### src/sv/gfir_pkg.sv
// ============================================================================
// gfir_pkg
// Shared widths, codes and types for the structured-grid face resolver.
// ============================================================================
`default_nettype none

package gfir_pkg;

  // Field widths
  localparam int COORD_W  = 11;
  localparam int ROW_W    = 21;
  localparam int ID_W     = 32;
  localparam int CELL_W   = 30;
  localparam int PATCH_W  = 3;
  localparam int CFG_IDX_W = 2;

  localparam logic [COORD_W-1:0] MAX_EXTENT = 11'd1024;

  // Normal axis codes
  localparam logic [1:0] AXIS_X = 2'd0;
  localparam logic [1:0] AXIS_Y = 2'd1;
  localparam logic [1:0] AXIS_Z = 2'd2;
  localparam logic [1:0] AXIS_NONE = 2'd3;

  // Configuration register indexes
  localparam logic [CFG_IDX_W-1:0] REG_EXTENT_X = 2'd0;
  localparam logic [CFG_IDX_W-1:0] REG_EXTENT_Y = 2'd1;
  localparam logic [CFG_IDX_W-1:0] REG_EXTENT_Z = 2'd2;
  localparam logic [CFG_IDX_W-1:0] REG_PERIODIC = 2'd3;

  // Multiply lanes: face id, owner cell, neighbour cell, partner face id
  localparam int N_LANES   = 4;
  localparam int LANE_FACE = 0;
  localparam int LANE_OWN  = 1;
  localparam int LANE_NB   = 2;
  localparam int LANE_PAIR = 3;

  // Lattice coordinate triple, index 0 is x
  typedef logic [2:0][COORD_W-1:0] coord_vec_t;

  // Stage load enables handed to each lane
  typedef struct packed {
    logic en_s2;
    logic en_s3;
  } lane_ctrl_t;

  // Per-word flags that ride along the pipeline
  typedef struct packed {
    logic               ok;
    logic [1:0]         axis;
    logic               has_nb;
    logic               on_boundary;
    logic [PATCH_W-1:0] patch;
    logic               has_pair;
  } face_flags_t;

endpackage

`default_nettype wire

### src/sv/gfir_lane.sv
// ============================================================================
// gfir_lane
// Two-stage row-major index lane: t = v2*m1 + v1, then u = t*m0 + v0.
// ============================================================================
`default_nettype none

module gfir_lane
  import gfir_pkg::*;
(
  input  wire logic               clk,
  input  wire lane_ctrl_t         ctl,
  input  wire coord_vec_t         vec,
  input  wire logic [COORD_W-1:0] m1,
  input  wire logic [COORD_W-1:0] m0,
  output logic [ID_W-1:0]         idx
);

  logic [ROW_W-1:0]   t_r;
  logic [ROW_W-1:0]   t_nxt;
  logic [COORD_W-1:0] v0_r;
  logic [COORD_W-1:0] m0_r;
  logic [ID_W-1:0]    u_r;
  logic [ID_W-1:0]    u_nxt;
  logic [2*COORD_W-1:0] prod_a;
  logic [ROW_W+COORD_W-1:0] prod_b;

  // Row product: plane coordinate times row count plus row
  always_comb begin
    prod_a = vec[2] * m1;
    t_nxt  = ROW_W'(prod_a + (2*COORD_W)'(vec[1]));
  end

  // Final product: row index times row length plus column
  always_comb begin
    prod_b = t_r * m0_r;
    u_nxt  = ID_W'(prod_b + (ROW_W+COORD_W)'(v0_r));
  end

  // Advance the lane stages
  always_ff @(posedge clk) begin
    if (ctl.en_s2) begin
      t_r  <= t_nxt;
      v0_r <= vec[0];
      m0_r <= m0;
    end
    if (ctl.en_s3) begin
      u_r <= u_nxt;
    end
  end

  assign idx = u_r;

endmodule

`default_nettype wire

### config.mk
export PLATFORM = sky130hd
export DESIGN_NAME = gfir_lane
export DESIGN_NICKNAME = d
export VERILOG_FILES = /design/src/sv/gfir_pkg.sv /design/src/sv/gfir_lane.sv
export SDC_FILE = /design/constraint.sdc
export NUM_CORES = 1
export LEC_CHECK = 0
export BUFFER_PORTS_ARGS = -buffer_cell sky130_fd_sc_hd__buf_2
export CELL_PAD_IN_SITES_DETAIL_PLACEMENT = 0
export CELL_PAD_IN_SITES_GLOBAL_PLACEMENT = 1
export CORE_MARGIN = 10
export CORE_UTILIZATION = 40
export DETAILED_ROUTE_END_ITERATION = 8
export PLACE_DENSITY_LB_ADDON = 0.1
export SLEW_MARGIN = 20
export SYNTH_ARGS = -nofsm -noshare
export SYNTH_HDL_FRONTEND = slang
export SYNTH_SLANG_ARGS = --single-unit
### constraint.sdc
create_clock -name clk -period 11.1 [get_ports clk]
set_clock_uncertainty 0.15 [all_clocks]
set_input_delay 1.11 -clock clk [delete_from_list [all_inputs] [get_ports clk]]
set_output_delay 1.11 -clock clk [all_outputs]
set_load 0.03 [all_outputs]
After elaboration in Yosys (flattened, before gate mapping):

Index checks and enable logic that the tools add are counted.

* flip-flop bits (word level): 75

* multiply operators: 2
* add/sub/neg operators: 2

Operators with widths (count)
* 32-bit by 11-bit adder with 32-bit output: 1
* 21-bit by 11-bit multiplier with 32-bit output: 1
* 21-bit by 11-bit adder with 21-bit output: 1
* 11-bit by 11-bit multiplier with 21-bit output: 1

Longest topological paths before layout:

* depth after elaboration: 2
* gate-level depth with buffers: 21
* mapped depth without buffers: 19

Worst setup path after synthesis:

OpenSTA, ideal clock, no wires.

* path kind: input to register
* start point: in m1[2]
* end point: reg t_r[18] (data pin)
* setup time: 0.262 ns
* stages on the path: 20
* arrival: 5.580 ns
* path slack: 5.108 ns
* required time: 10.688 ns
* cell sequence: clkbuf_1 nand2_1 fa_1 inv_1 fa_1 inv_1 fa_1 inv_1 fa_1 inv_1 fa_1 inv_1 ha_1 nand2_1 o21ai_1 o41ai_1 o31ai_1 a21oi_1 o21ai_1 xor2_1

* cells in the longest elaborated chain, start to end: 2

Ends and longest elaborated chain
* start, declared: RTL line gfir_lane.sv:13 `input wire logic [COORD_W-1:0] m1,`
* 11-bit by 11-bit multiplier with 21-bit output: RTL line gfir_lane.sv:29 `prod_a = vec[2] * m1;`
* 21-bit by 11-bit adder with 21-bit output: RTL line gfir_lane.sv:30 `t_nxt = ROW_W'(prod_a + (2*COORD_W)'(vec[1]));`
* net t_nxt[18]: RTL line gfir_lane.sv:19 `logic [ROW_W-1:0] t_nxt;`
* end signal, assigned: RTL line gfir_lane.sv:42 `t_r <= t_nxt;`
* end, declared: RTL line gfir_lane.sv:18 `logic [ROW_W-1:0] t_r;`

The timed path passes the listed nets, and every way through them passes these cells.
A chain may end at the register's enable or synchronous reset.

Worst setup path after layout:

* start point: reg m0_r[5]
* end point: reg u_r[28] (netlist: idx[28]) (data pin)

* cells in the longest elaborated chain, start to end: 2

Ends and longest elaborated chain
* start, declared: RTL line gfir_lane.sv:21 `logic [COORD_W-1:0] m0_r;`
* start signal, assigned: RTL line gfir_lane.sv:44 `m0_r <= m0;`
* 21-bit by 11-bit multiplier with 32-bit output: RTL line gfir_lane.sv:35 `prod_b = t_r * m0_r;`
* 32-bit by 11-bit adder with 32-bit output: RTL line gfir_lane.sv:36 `u_nxt = ID_W'(prod_b + (ROW_W+COORD_W)'(v0_r));`
* net u_nxt[28]: RTL line gfir_lane.sv:23 `logic [ID_W-1:0] u_nxt;`
* end signal, assigned: RTL line gfir_lane.sv:47 `u_r <= u_nxt;`
* end, declared: RTL line gfir_lane.sv:22 `logic [ID_W-1:0] u_r;`

The timed path passes the listed nets, and every way through them passes these cells.

==> summary.md <==
| Metric | Value |
|---|---|
| Outcome | complete, no violations |
| Top Ports | 90 |
| Yosys top cell area share | a little under two fifths |
| Critical path required time | 11050 ps |
| #FFs+latches synth | 75 |
| Layout cells sized above 1 | about 7.6% |
| R2R Setup Slk | just under 5000 ps |
| Avg Cell Area, Syn | ~9.3 sq um |
| Core Util, Final | 43.5% |
| DRC errors left | 0 |
| Worst-path clk slew | around 70 ps |
| Post-Route WL | 32700 microns |
| Min-delay src | v0_r[0]$_DFFE_PP_ |
| GR Overflow Total | 0 |
| Worst hold slack | roughly 400 ps |
| Clock tree sinks | 75 |
| Area Overhead vs Synth | 7.66% |
| Register area share after synthesis | ~16% |
| Setup TNS | 0 ps |
| FFs w/ async S/R, synth | 0% |
| Min cycle time layout | ~6200 ps |
| Slew Viols, Final | 0 |
| Footprint of the multi-input gates | 10500 sq um |
| Highest clock rate | approximately 160 MHz |
| Routed metal-1 wirelength | roughly 16000 microns |
| Largest net degree at the start of global routing | 44 |
| Met2 Wirelength | roughly 15000 microns |
| Post-synth EDFFs | 75 |
| Worst reg2reg path depth | 17 |
| Ys Warns | 0 |
| Highest Signal Layer | met4 |
| Max-Cap Viols | 0 |
| CP Data Arrival Time | just over 6000 ps |
| Startpoint types | flop |
| Vias | just under 10000 |
| WL met3 | around 1000 microns |
| Kind of cell adding the most delay to the critical path | adder cells |
| Starting Density | approximately 40% |
| Count leader, synth | inv_1 |
| Core area | approximately 36000 sq um |
| Fill count | around 3600 |
| CP dominant cell by count | fa_1 |
| First-pass GRT wire length | 55500 microns |
| WL/cell | between 15 and 20 microns |
| PostCTS Resize Cnt | 0 |
| End of the worst hold path | idx[0]$_DFFE_PP_ |
| Global placement routability congestion | approximately 0.83 |
| Crit. End Element | flop |
| RSZ-0062 raised after global routing | false |
| Die area | roughly 44000 sq um |
| Final Hold Fails | 0 |
| Post-DP HPWL | roughly 28000 microns |
| Drt first-iter violations | 373 |
| Die Y-Extent | 210 microns |
| Slew @ Worst Pin | a little under 1000 ps |
| Critical path class | flop to flop |
| Clock Latency Late Sink | 360 ps |
| Syn nets | 2010 |
| FF/Latch Area | 2250 sq um |
| Slowest cell delay on critical path | roughly 720 ps |
| CP max FO | 21 |
| Worst path cell trace | and2_1, fa_1, inv_1, fa_1, inv_1, fa_1, fa_1, inv_1, fa_1, inv_1, ha_1, and3_1, o311ai_2, o31ai_2, nor4b_1, o221ai_1, xnor2_1 |
| Die width | around 210 microns |
| Reg-to-reg startpoint | m0_r[5]$_DFFE_PP_ |
| Via density | between 4 and 5 |
| Worst Hold Class | flop to flop |
| CP max-delay cell | edfxtp_1 |
| Mapped Cells | 1544 |
| Synth cell types | 53 |
| Port Buffer Count | 89 |
| H-tree depth | 3 |
| CTS Root Cell | clkbuf_16 |
| Hold depth | 1 |
| Biggest area consumer among synthesized cells | fa_1 |
| Top cells by count, synth | inv_1 (377), fa_1 (271), nand2_1 (246) |
| Worst reg2reg path endpoint | idx[28]$_DFFE_PP_ |
| Rows | between 60 and 70 |
| Setup Buffers After CTS | 0 |
| GRT Total Usage | roughly 15% |
| First-pass iteration count of the detailed router | 4 |
| Crit share post-route | 55.4% |
| Setup violations, final | 0 |
| Final ANT Viol Nets | 0 |
| CTS Buf Count | 9 |
| Antenna Cells | 0 |
| CTS tree | done |
| Rel. slew slack | roughly 34% |
| Mapped Area | about 14000 sq um |
| CP bufs+invs | 4 |
| Vias in the first global route | between 10000 and 15000 |
| Clock Tree Buf Depth | 2 |
| Main synth FF type | edfxtp_1 |
| Fin nets | between 2000 and 2500 |
| Synth area leaders | fa_1 (38%), edfxtp_1 (16%), ha_1 (12%), inv_1 (9.8%), nand2_1 (6.4%) |
| Initial antenna violation count | 0 |
| CTS Hold Bufs | 0 |
## cells in the final DEF (no fill, tap or decap), types with 2 or more instances in the layout
| cell type | count |
|---|---|
| clkbuf_16 | 9 |
| buf_2 | 89 |
| o211ai_1 | 2 |
| fa_1 | 271 |
| nand4_1 | 3 |
| a31oi_1 | 5 |
| o21a_1 | 10 |
| a21o_1 | 9 |
| nand2_1 | 246 |
| nor3_1 | 10 |
| a2111o_1 | 2 |
| a41o_1 | 2 |
| o31a_1 | 2 |
| xnor2_1 | 30 |
| inv_1 | 377 |
| nand3_1 | 11 |
| nor2b_1 | 5 |
| o21ai_1 | 8 |
| o21ai_0 | 17 |
| ha_1 | 137 |
| edfxtp_1 | 75 |
| o21bai_1 | 3 |
| or2_2 | 3 |
| and4_1 | 3 |
| and2_1 | 134 |
| a21oi_1 | 35 |
| or3_1 | 3 |
| o31ai_1 | 3 |
| nor4_1 | 2 |
| buf_4 | 5 |
| nor2_1 | 21 |
| and3_1 | 6 |
| inv_6 | 5 |
| a211oi_1 | 6 |
| xor2_1 | 13 |
## layer usage
layer,GRT usage (%),vias to the layer above
li1,-,4707
met1,21.4,4808
met2,24.9,131
met3,1.83,23
met4,3.99,0
met5,0,-
## registers in the layout, summed over array words and instances (netlist names)
register / flops
idx: 32
t_r: 21
m0_r: 11
v0_r: 11
## logic make-up after synthesis
| family | count (synthesis) | synth area share (%) |
|---|---|---|
| DFF | 75 | 15.7 |
| buffers and inverters | 447 | 11.7 |
| muxes | 1 | 0.0783 |
| and+or+nand+nor | 452 | 15.0 |
| xor gates and xnor gates | 43 | 2.62 |
| AOI/OAI and AO/OA | 118 | 5.37 |
| adders and majority gates | 408 | 49.6 |
## stage by stage
stage	instances	worst slack [ps]	cell area [sq um]
4_1_cts	2045	4990	15500
6_report	2045	4950	15500
2_1_floorplan	1544	5110	14400
5_1_grt	2045	4680	15500
3_5_place_dp	2029	4760	15200
3_3_place_gp	2029	4890	15200
## area by class of cell
| cell class | count | share of cell area, % |
|---|---|---|
| clock buffer | 9 | 1.45 |
| sequential | 75 | 14.5 |
| tap | 461 | 3.72 |
| inverter | 377 | 9.14 |
| timing repair buffer | 94 | 3.12 |
| multi-input combinational | 1022 | 67.5 |
| clock inverter | 7 | 0.525 |
## worst max path at each step
stage | depth (start not counted) | to | start | slack (ps)
2_1_floorplan | 20 | t_r[18]$_DFFE_PP_ | m1[2] | 5110
3_3_place_gp | 19 | t_r[18]$_DFFE_PP_ | m1[5] | 4890
3_5_place_dp | 19 | t_r[18]$_DFFE_PP_ | m1[5] | 4760
4_1_cts | 17 | idx[28]$_DFFE_PP_ | m0_r[5]$_DFFE_PP_ | 4990
5_1_grt | 17 | idx[31]$_DFFE_PP_ | m0_r[5]$_DFFE_PP_ | 4680
6_report | 17 | idx[28]$_DFFE_PP_ | m0_r[5]$_DFFE_PP_ | 4950
Power is not shown: default switching activity piles up to over one toggle a cycle in this logic, so the estimate is an artifact.
